--- src/sv/srgi_pkg.sv ---
package srgi_pkg;

  // Width of processor numbers, indexes, counts and strides.
  localparam int DataW = 16;
  // Largest number of grid dimensions.
  localparam int NumDims = 3;
  localparam int DimsW = 2;
  localparam int DimIdxW = (NumDims > 1) ? $clog2(NumDims) : 1;
  // Configuration register index width.
  localparam int CfgIdxW = 3;

  // Quotient bits resolved in one pipeline stage.
  localparam int BitsPerStep = 4;
  localparam int StepsPerDim = DataW / BitsPerStep;

  // Pipeline stage map.
  localparam int StageIn = 0;
  localparam int StageBase = 1;
  localparam int StageDiv0 = 2;
  localparam int StageTail = StageDiv0 + NumDims * StepsPerDim;
  localparam int NumStages = StageTail + 2;
  localparam int FillW = $clog2(NumStages + 1);

  // Configuration register indexes.
  typedef enum logic [CfgIdxW-1:0] {
    RegNumDims = 'd0,
    RegBaseCpu = 'd1,
    RegCount0  = 'd2,
    RegCount1  = 'd3,
    RegCount2  = 'd4,
    RegStride0 = 'd5,
    RegStride1 = 'd6,
    RegStride2 = 'd7
  } srgi_reg_e;

  // Tables derived from the configuration. A stride of zero skips a position.
  typedef struct packed {
    logic [DataW-1:0]                base;
    logic [NumDims-1:0][DataW-1:0]   stride;
    logic [NumDims-1:0][DataW-1:0]   mult;
  } srgi_tables_t;

  // One item as it moves down the pipeline.
  typedef struct packed {
    logic             below;
    logic [DataW-1:0] rem;
    logic [DataW-1:0] nq;
    logic [DataW-1:0] ndx;
    logic [DataW-1:0] prod;
  } srgi_beat_t;

  // Partial remainder and the shifting dividend/quotient word.
  typedef struct packed {
    logic [DataW-1:0] rem;
    logic [DataW-1:0] nq;
  } srgi_div_t;

  // A few steps of restoring division. Quotient bits shift in at the bottom
  // of nq while the dividend bits shift out at its top.
  function automatic srgi_div_t div_bits(input logic [DataW-1:0] rem,
                                         input logic [DataW-1:0] nq,
                                         input logic [DataW-1:0] dvs);
    logic [DataW:0] trial;
    srgi_div_t      res;
    res.rem = rem;
    res.nq  = nq;
    for (int b = 0; b < BitsPerStep; b++) begin
      trial  = {res.rem, res.nq[DataW-1]};
      res.nq = {res.nq[DataW-2:0], 1'b0};
      if (trial >= {1'b0, dvs}) begin
        trial     = trial - {1'b0, dvs};
        res.nq[0] = 1'b1;
      end
      res.rem = trial[DataW-1:0];
    end
    return res;
  endfunction

  // Contribution of one position to the index; skipped positions give zero.
  function automatic logic [DataW-1:0] dim_weight(input logic [DataW-1:0] quo,
                                                  input logic [DataW-1:0] stride,
                                                  input logic [DataW-1:0] mult);
    logic [2*DataW-1:0] full;
    full = quo * mult;
    if (stride == '0) begin
      return '0;
    end
    return full[DataW-1:0];
  endfunction

endpackage

--- src/sv/srgi_cfg.sv ---
module srgi_cfg import srgi_pkg::*; (
  input  logic               clk_i,
  input  logic               rst_ni,
  input  logic               cfg_we_i,
  input  logic [CfgIdxW-1:0] cfg_idx_i,
  input  logic [DataW-1:0]   cfg_data_i,
  output srgi_tables_t       tables_o
);

  logic [DimsW-1:0]              num_dims_q;
  logic [DataW-1:0]              base_q;
  logic [NumDims-1:0][DataW-1:0] count_q;
  logic [NumDims-1:0][DataW-1:0] stride_q;

  logic [NumDims-1:0][DataW-1:0] sort_stride_d, sort_stride_q;
  logic [NumDims-1:0][DataW-1:0] sort_mult_d, sort_mult_q;

  // Register writes.
  always_ff @(posedge clk_i or negedge rst_ni) begin
    if (!rst_ni) begin
      num_dims_q <= DimsW'(1);
      base_q     <= '0;
      for (int i = 0; i < NumDims; i++) begin
        count_q[i]  <= DataW'(1);
        stride_q[i] <= DataW'(1);
      end
    end else if (cfg_we_i) begin
      case (srgi_reg_e'(cfg_idx_i))
        RegNumDims: num_dims_q  <= cfg_data_i[DimsW-1:0];
        RegBaseCpu: base_q      <= cfg_data_i;
        RegCount0:  count_q[0]  <= cfg_data_i;
        RegCount1:  count_q[1]  <= cfg_data_i;
        RegCount2:  count_q[2]  <= cfg_data_i;
        RegStride0: stride_q[0] <= cfg_data_i;
        RegStride1: stride_q[1] <= cfg_data_i;
        RegStride2: stride_q[2] <= cfg_data_i;
        default: ;
      endcase
    end
  end

  // Rebuild: running products of the counts, then a stable ascending sort
  // by stride. Each used dimension lands at the position given by its rank.
  always_comb begin
    logic [DimsW-1:0]              dims;
    logic [NumDims-1:0]            used;
    logic [NumDims-1:0][DataW-1:0] mult;
    logic [DimIdxW-1:0]            rank [NumDims];
    logic [2*DataW-1:0]            full;

    dims = (num_dims_q == '0) ? DimsW'(1) : num_dims_q;
    if (32'(dims) > NumDims) begin
      dims = DimsW'(NumDims);
    end
    for (int i = 0; i < NumDims; i++) begin
      used[i] = (32'(dims) > i);
    end

    mult[0] = DataW'(1);
    for (int i = 1; i < NumDims; i++) begin
      full    = mult[i-1] * count_q[i-1];
      mult[i] = full[DataW-1:0];
    end

    for (int i = 0; i < NumDims; i++) begin
      rank[i] = '0;
      for (int j = 0; j < NumDims; j++) begin
        if (used[j] && (j < i) && (stride_q[j] <= stride_q[i])) begin
          rank[i] = rank[i] + DimIdxW'(1);
        end
        if (used[j] && (j > i) && (stride_q[j] < stride_q[i])) begin
          rank[i] = rank[i] + DimIdxW'(1);
        end
      end
    end

    for (int p = 0; p < NumDims; p++) begin
      sort_stride_d[p] = '0;
      sort_mult_d[p]   = DataW'(1);
      for (int i = 0; i < NumDims; i++) begin
        if (used[i] && (32'(rank[i]) == p)) begin
          sort_stride_d[p] = stride_q[i];
          sort_mult_d[p]   = mult[i];
        end
      end
    end
  end

  // The sorted tables settle in the cycle after a register write.
  always_ff @(posedge clk_i or negedge rst_ni) begin
    if (!rst_ni) begin
      for (int p = 0; p < NumDims; p++) begin
        sort_stride_q[p] <= (p == 0) ? DataW'(1) : '0;
        sort_mult_q[p]   <= DataW'(1);
      end
    end else begin
      sort_stride_q <= sort_stride_d;
      sort_mult_q   <= sort_mult_d;
    end
  end

  assign tables_o.base   = base_q;
  assign tables_o.stride = sort_stride_q;
  assign tables_o.mult   = sort_mult_q;

endmodule

--- src/sv/strided_rank_to_grid_index.sv ---
// Strided processor grid index converter.
// Input channel: in_valid_i / in_stall_o carry one cpu_number_i per beat.
// Output channel: out_valid_o / out_stall_i carry grid_index_o and
// below_base_o per beat, one result for each input beat, in order.
// Configuration: a write on cfg_we_i stores cfg_data_i into the register
// named by cfg_idx_i; the sorted stride tables follow in the cycle after.
// Write only while no beats are in flight.
// Pipeline: 16 stages: input capture, base subtract, four 4-bit restoring
// divide stages per dimension, then a final multiply and add.
// Throughput: one beat per cycle unless stalled; dividers fully pipelined.
// Stalls: each stage holds its beat while the next one is full and held,
// so empty stages keep filling while the output is stalled; in_stall_o
// rises only when every stage holds a beat and out_stall_i is high.
// Reset: empties the pipeline and loads one dimension, base 0, all counts
// and strides 1.
module strided_rank_to_grid_index import srgi_pkg::*; (
  input  logic               clk_i,
  input  logic               rst_ni,
  input  logic               cfg_we_i,
  input  logic [CfgIdxW-1:0] cfg_idx_i,
  input  logic [DataW-1:0]   cfg_data_i,
  input  logic               in_valid_i,
  output logic               in_stall_o,
  input  logic [DataW-1:0]   cpu_number_i,
  output logic               out_valid_o,
  input  logic               out_stall_i,
  output logic [DataW-1:0]   grid_index_o,
  output logic               below_base_o
);

  srgi_tables_t           tables;
  logic [NumStages-1:0]   valid_q;
  logic [NumStages-1:0]   enable;
  srgi_beat_t             beat_q [NumStages];

  srgi_cfg u_cfg (
    .clk_i      (clk_i),
    .rst_ni     (rst_ni),
    .cfg_we_i   (cfg_we_i),
    .cfg_idx_i  (cfg_idx_i),
    .cfg_data_i (cfg_data_i),
    .tables_o   (tables)
  );

  // A stage takes a new beat when it is empty or its beat moves on.
  always_comb begin
    enable[NumStages-1] = !valid_q[NumStages-1] || !out_stall_i;
    for (int s = NumStages - 2; s >= 0; s--) begin
      enable[s] = !valid_q[s] || enable[s+1];
    end
  end

  assign in_stall_o = !enable[StageIn];

  // Valid bits travel with the beats.
  always_ff @(posedge clk_i or negedge rst_ni) begin
    if (!rst_ni) begin
      valid_q <= '0;
    end else begin
      if (enable[StageIn]) begin
        valid_q[StageIn] <= in_valid_i;
      end
      for (int s = 1; s < NumStages; s++) begin
        if (enable[s]) begin
          valid_q[s] <= valid_q[s-1];
        end
      end
    end
  end

  for (genvar s = 0; s < NumStages; s++) begin : g_stage
    srgi_beat_t beat_d;

    if (s == StageIn) begin : g_in
      // Capture the processor number.
      always_comb begin
        beat_d    = '0;
        beat_d.nq = cpu_number_i;
      end
    end else if (s == StageBase) begin : g_base
      // Subtract the base; numbers below it divide as zero.
      always_comb begin
        beat_d       = '0;
        beat_d.below = (beat_q[s-1].nq < tables.base);
        beat_d.rem   = beat_d.below ? '0 : (beat_q[s-1].nq - tables.base);
      end
    end else if (s < StageTail) begin : g_div
      localparam int J = s - StageDiv0;
      localparam int Pos = NumDims - 1 - J / StepsPerDim;
      localparam int Sub = J % StepsPerDim;
      localparam bit HasPrev = (Pos + 1 < NumDims);
      localparam int PrevPos = HasPrev ? Pos + 1 : Pos;
      srgi_div_t step;

      // Divide by the stride of this position, largest stride first; the
      // previous quotient is weighted and accumulated alongside.
      always_comb begin
        beat_d = beat_q[s-1];
        if (Sub == 0) begin
          step = div_bits('0, beat_q[s-1].rem, tables.stride[Pos]);
        end else begin
          step = div_bits(beat_q[s-1].rem, beat_q[s-1].nq, tables.stride[Pos]);
        end
        beat_d.rem = step.rem;
        beat_d.nq  = step.nq;
        if (HasPrev && (Sub == 0)) begin
          beat_d.prod = dim_weight(beat_q[s-1].nq, tables.stride[PrevPos],
                                   tables.mult[PrevPos]);
        end
        if (HasPrev && (Sub == 1)) begin
          beat_d.ndx = beat_q[s-1].ndx + beat_q[s-1].prod;
        end
      end
    end else if (s == StageTail) begin : g_tail_mul
      // Weight the quotient of the smallest stride.
      always_comb begin
        beat_d      = beat_q[s-1];
        beat_d.prod = dim_weight(beat_q[s-1].nq, tables.stride[0], tables.mult[0]);
      end
    end else begin : g_tail_add
      // Final accumulate into the output register.
      always_comb begin
        beat_d     = beat_q[s-1];
        beat_d.ndx = beat_q[s-1].ndx + beat_q[s-1].prod;
      end
    end

    always_ff @(posedge clk_i) begin
      if (enable[s]) begin
        beat_q[s] <= beat_d;
      end
    end
  end

  assign out_valid_o  = valid_q[NumStages-1];
  assign grid_index_o = beat_q[NumStages-1].ndx;
  assign below_base_o = beat_q[NumStages-1].below;

endmodule

--- config.mk ---
export PLATFORM = sky130hd
export DESIGN_NAME = strided_rank_to_grid_index
export DESIGN_NICKNAME = d
export VERILOG_FILES = /design/src/sv/srgi_pkg.sv /design/src/sv/srgi_cfg.sv /design/src/sv/strided_rank_to_grid_index.sv
export SDC_FILE = /design/constraint.sdc
export NUM_CORES = 2
export LEC_CHECK = 0
export BUFFER_PORTS_ARGS = -buffer_cell sky130_fd_sc_hd__buf_2
export CAP_MARGIN = 20
export CORE_MARGIN = 8
export CORE_UTILIZATION = 45
export CTS_CLUSTER_SIZE = 10
export DETAILED_ROUTE_END_ITERATION = 16
export SLEW_MARGIN = 20
export SYNTH_ARGS = -nofsm -noshare
export SYNTH_HDL_FRONTEND = slang
export SYNTH_SLANG_ARGS = --single-unit
export TNS_END_PERCENT = 20
--- constraint.sdc ---
create_clock -name clk_i -period 16.97 [get_ports clk_i]
set_clock_uncertainty 0.2 [all_clocks]
set_input_delay 3.394 -clock clk_i [delete_from_list [all_inputs] [get_ports clk_i]]
set_output_delay 3.394 -clock clk_i [all_outputs]
set_load 0.01 [all_outputs]
* Word-level counts from Yosys, hierarchy flattened
Memory sizes are Yosys's and may differ from the RTL's.
Index checks and enable logic that the tools add are counted.
** Word-level totals
- Register bits :: 210
- Memory bits (writable) :: 1040
- Input bits :: 40
- Output and inout port bits :: 19
- Word-level logic and storage cells :: 383
- Memories kept :: 1
** Operators by class
- $add $sub $neg :: 55
- $mul :: 4
- $lt $le $gt $ge :: 58
- Eq/ne operators :: 12
- Muxes and demuxes :: 160
- Reduce and logical (&&, ||, !) cells :: 64
** Memory list
- beat_q :: words 16, bits a word 65, rd ports 16, clocked after memory_dff 0, write ports 16, line strided_rank_to_grid_index.sv:34 : srgi_beat_t beat_q [NumStages];
** Operators by type and width (number)
- $mux W16 :: 70
- $ge A17 B16 Y1 :: 45
- $sub A16 B16 Y16 :: 46
- $mux W1 :: 86
- $lt A16 B16 Y1 :: 4
- $mul A16 B16 Y16 :: 4
- $add A16 B16 Y16 :: 3
- $ge A1 B16 Y1 :: 3
- $le A16 B16 Y1 :: 3
- $logic_not A16 Y1 :: 3
- $sub A1 B16 Y16 :: 3
- $logic_not A1 Y1 :: 18
- $logic_or A1 B1 Y1 :: 16
- $logic_and A1 B1 Y1 :: 15
- $reduce_and A2 Y1 :: 7
- $eq A3 B3 Y1 const B :: 3
- $logic_not A2 Y1 :: 4
- $mux W2 :: 4
- $add A1 B1 Y2 const B :: 3
- $eq A2 B1 Y1 const B :: 3
- $eq A2 B2 Y1 const B :: 3
- $eq A3 B2 Y1 const B :: 2
- $gt A2 B1 Y1 const B :: 2
- $eq A3 B1 Y1 const B :: 1
- other kinds (2) :: 2

* Depth between registers and ports, before layout
- Depth in word-level cells :: 19
- Gate-level depth with buffers :: 51
- Depth with buffers taken out :: 45

* Modules after synthesis
From an unflattened synthesis, not the netlist that was laid out.
** Second synthesis, totals
- Cells, all modules :: 9310
- Area total of the unflattened synthesis :: 86180.2 µm²
** Modules (own cells, without submodules)
- strided_rank_to_grid_index :: times used 1, cells each 7977, area each 73077.6 µm², seq. area each 18627.9 µm²
- srgi_cfg :: times used 1, cells each 1333, area each 13102.6 µm², seq. area each 4867.2 µm²

* Least setup slack after synthesis
OpenSTA, ideal clock, no wires.
- Kind :: register -> register
- Start point :: register u_cfg.sort_stride_q, in the netlist u_cfg.tables_o[81]
- End point :: memory beat_q[0][380] (netlist name), data pin
- Library setup time :: 0.260 ns
- Arrival :: 11.960 ns
- Required time :: 16.510 ns
- Setup slack :: 4.550 ns
- Cell stages (with the launch flop) :: 51
- Buffers on the path :: 6
- Clock period less this slack :: 12.420 ns
- Cell sequence :: dfrtp_1 > clkinv_1 > ha_1 > nor2b_1 > o31ai_1 > a21oi_1 > a211oi_1 > o211a_1 > o21ai_1 > clkbuf_1 > clkbuf_1 > nand2_1 > o21ai_0 > inv_1 > ha_1 > nor2b_1 > o31a_1 > o211ai_1 > [15 not listed] > o21ai_0 > o311a_1 > buf_2 > buf_2 > mux2i_1 > ha_1 > nor2b_1 > o31a_1 > o211a_1 > o21ai_0 > a31oi_1 > nor4_1 > o21ai_0 > o211ai_1 > a21boi_0 > a2bb2oi_2 > buf_2 > mux2_2
** RTL lines
- start: declaration :: line srgi_cfg.sv:15 : logic [NumDims-1:0][DataW-1:0] sort_stride_d, sort_stride_q;
- start signal: indexed assignment :: line srgi_cfg.sv:93 : sort_stride_q[p] <= (p == 0) ? DataW'(1) : '0;
- start signal: assignment :: line srgi_cfg.sv:97 : sort_stride_q <= sort_stride_d;
- end: declaration :: line strided_rank_to_grid_index.sv:34

==> impl_results.md <==
* Top cell by count, worst path: buf_4
* H-tree Lvls at 3
* Final worst-path setup slack at between 3000 and 4000 ps
* Synthesis-stage register bit count at a little over 800
* Min-delay src: beat_q[0][433]
* Drt drc at 0
* Pre-CTS WS at 3820 ps
* Mux cell area share after synthesis at under 10%
* Total CTS buffers at around 100
* Share of cells above drive strength 1 at 9.10%
* Core area at about 190,000 sq um
* Vias in the first global route at between 60,000 and 70,000
* Family with the most delay on the worst path: compound AO/OA/AOI/OAI gates
* Endpoints failing hold at 0
* Distinct cells, synth at between 90 and 100
* HPWL reported at the end of detailed placement at between 150 and 200 mm
* R2R depth at 47
* Total number of vias at roughly 67,000
* RSZ-0062 raised after global routing: false
* Top Ports at between 50 and 60
* Via-to-Cell Ratio at between 5 and 6
* Congestion Overflow GR at 0
* Hold EP: beat_q[0][502]
* Post-Synth XOR/XNOR Area at just under 7%
* Max Cap Viol at 0
* Critical path endpoint category: register
* GRT Total Usage at approximately 23%
* R2R Setup Slk at 3490 ps
* CTS tree: yes
* Yosys Warn Count at 0
* Setup bufs post-CTS at 0
* Post-Synth Simple-Gate Area at 15.1%
* Adder-cell share of the synthesized area at 23.7%
* Mapped Area at between 80,000 and 90,000 sq um
* End-of-flow core utilization at about half
* Initial Util at 45.3%
* # rows at about 160
* Worst slew pin tran at ~1100 ps
* Crit path buf inv count at 9
* Final setup viols at 0
* Clock-pin transition on the worst setup and hold timing paths at about 60 ps
* Pre-antenna DRT Iters at 7
* Sum Neg Setup Slack at 0 ps
* Primary FF master, synth: edfxtp_1
* Critical path's largest stage delay at 750 ps
* Largest family of logic cells by synthesized area: adder cells
* Share of the yosys chip area belonging to registers at 27.6%
* Maximum fanout along the worst path at 31
* Period Utilization, post-route at roughly four fifths
* Crit path from: u_cfg.tables_o[81]
* Final Slew Violations at 0
* Synth Net Count at around 11,000
* Post-synth EDFFs at 607
* WP data required at between 15,000 and 20,000 ps
* Area Overhead vs Synth at 7.83%
* Worst path slowest cell: o41ai_1
* Nature of the critical path startpoint: register
* Initial antenna violation count at 14
* Clock Latency Late Sink at ~730 ps
* Worst min-delay path category: reg2reg
* Initial detailed-routing violation count at between 4,000 and 5,000
* Wire per inst at 20.5 um
* Hold Buf Count CTS at 0
* Slew margin rel. at 29.8%
* Worst Path Arrival at ~14,000 ps
* Clk root buf: clkbuf_16
* Hold Crit Depth at 0
* Final net count at roughly 11,000
* Total Wirelength at 241 mm
* CTS Sinks at just over 800
* Placer Congestion at approximately 0.91
* Final ANT Viol Nets at 0
* Critical R2R Launch: u_cfg.tables_o[81]
* Die Span Y at around 450 um
* Outcome: completed
* # port buffers at just under 60
* FFs w/ async S/R, synth at around a quarter
* First-pass GRT wire length at 378 mm
* Area fraction in compound gates after synthesis at between 10% and 20%
* Crit path kind: reg2reg
* DIE WIDTH at between 400 and 500 um
* Die area at 203,000 sq um
* Tmin final at between 10,000 and 15,000 ps
* Reg2reg end: beat_q[0][309]
* Clock Tree Buf Depth at 3
* Gate Count Post-Synth at between 9,000 and 10,000
* Fmax at 74.2 MHz
* Syn Area/Cell at between 9 and 10 sq um
* CTS resizes at 0
* Largest net degree at the start of global routing at between 70 and 80
==> state kept, by name, summed over array words and instances (netlist names) <==
| signal | cells |
|---|---|
| beat_q | 607 |
| u_cfg.base_q | 16 |
| u_cfg.count_q | 32 |
| u_cfg.num_dims_q | 2 |
| u_cfg.stride_q | 48 |
| u_cfg.tables_o | 96 |
| valid_q | 16 |
==> area by class of cell <==
cell class	count	area (sq um)
Antenna cell	5	12.5
Clock buffer	162	2930
Clock inverter	21	273
Fill cell	17700	96100
Inverter	880	3300
Multi-Input combinational cell	7239	57400
Sequential cell	817	23500
Tap cell	2495	3120
Timing Repair Buffer	169	1180
==> layer usage <==
metal / up-vias / part of all wire, % / global-route usage (%)
li1: 32600 / - / -
met1: 32600 / 44 / 30.1
met2: 1713 / 47 / 39.1
met3: 458 / 4.7 / 2.92
met4: 6 / 4.5 / 9.09
met5: - / 0.018 / 0
==> cells in the final DEF (no fill, tap or decap), types with 69 or more instances in the layout <==
master	n
ha_1	1022
nand2_1	881
inv_1	868
edfxtp_1	607
nor2_1	569
a21oi_1	532
xnor2_1	474
mux2_2	435
o21ai_0	429
fa_1	367
and2_1	242
a21o_1	223
nand3_1	219
xor2_1	202
dfrtp_1	200
nor3_1	180
o21a_1	141
nor2b_1	136
nand4_1	123
buf_4	107
clkbuf_16	106
nand2b_1	95
a31oi_1	87
o21bai_1	83
a211oi_1	69
==> through the flow <==
stage / instance area [sq um] / hold WS, ps / cells
after floorplan: 85100 / 200 / 9180
after global placement: 88400 / 200 / 11600
after detailed placement: 88400 / 205 / 11600
after CTS: 91600 / 200 / 11800
after global routing: 91700 / 204 / 11800
final: 91700 / 200 / 11800
==> logic make-up after synthesis <==
group	count (synthesis)
AO/OA/AOI/OAI	1966
XOR/XNOR	676
adder cells (fa/ha/maj)	1389
buffers and inverters	1124
flip-flops	817
multiplexers	511
AND/OR/NAND/NOR	2697
==> cell usage after synthesis (41+ instances only) <==
library cell / number / area [sq um]
nand2_1: 883 / 3310
a31oi_1: 87 / 544
o21ai_0: 429 / 2150
nand2b_1: 95 / 594
nor4_1: 44 / 275
or3_1: 56 / 350
and3_1: 50 / 313
fa_1: 367 / 7350
nor2b_1: 136 / 851
o21a_1: 141 / 1060
xnor2_1: 474 / 4150
inv_1: 872 / 3270
o211ai_1: 42 / 315
ha_1: 1022 / 12800
o21bai_1: 83 / 623
a21o_1: 223 / 1670
mux2i_1: 67 / 671
nand3_1: 224 / 1120
nor2_1: 569 / 2140
a21oi_1: 533 / 2670
mux2_2: 435 / 4900
xor2_1: 202 / 1770
nand4_1: 123 / 769
nor3_1: 184 / 921
edfxtp_1: 607 / 18200
a211oi_1: 69 / 518
dfrtp_1: 200 / 5000
a21boi_0: 41 / 308
clkbuf_1: 198 / 743
and2_1: 242 / 1510
==> worst max path at each step <==
stage / end / slack (ps) / cells past startpoint
after floorplan: beat_q[0][380] / 4550 / 50
after global placement: beat_q[0][505] / 3930 / 47
after detailed placement: beat_q[0][504] / 3820 / 47
after CTS: beat_q[0][504] / 3690 / 47
after global routing: beat_q[0][504] / 2350 / 47
final: beat_q[0][309] / 3490 / 47
Power is left out: the tool's default activity adds up to more than one toggle a clock period on the data nets, which glitch-free logic cannot reach.
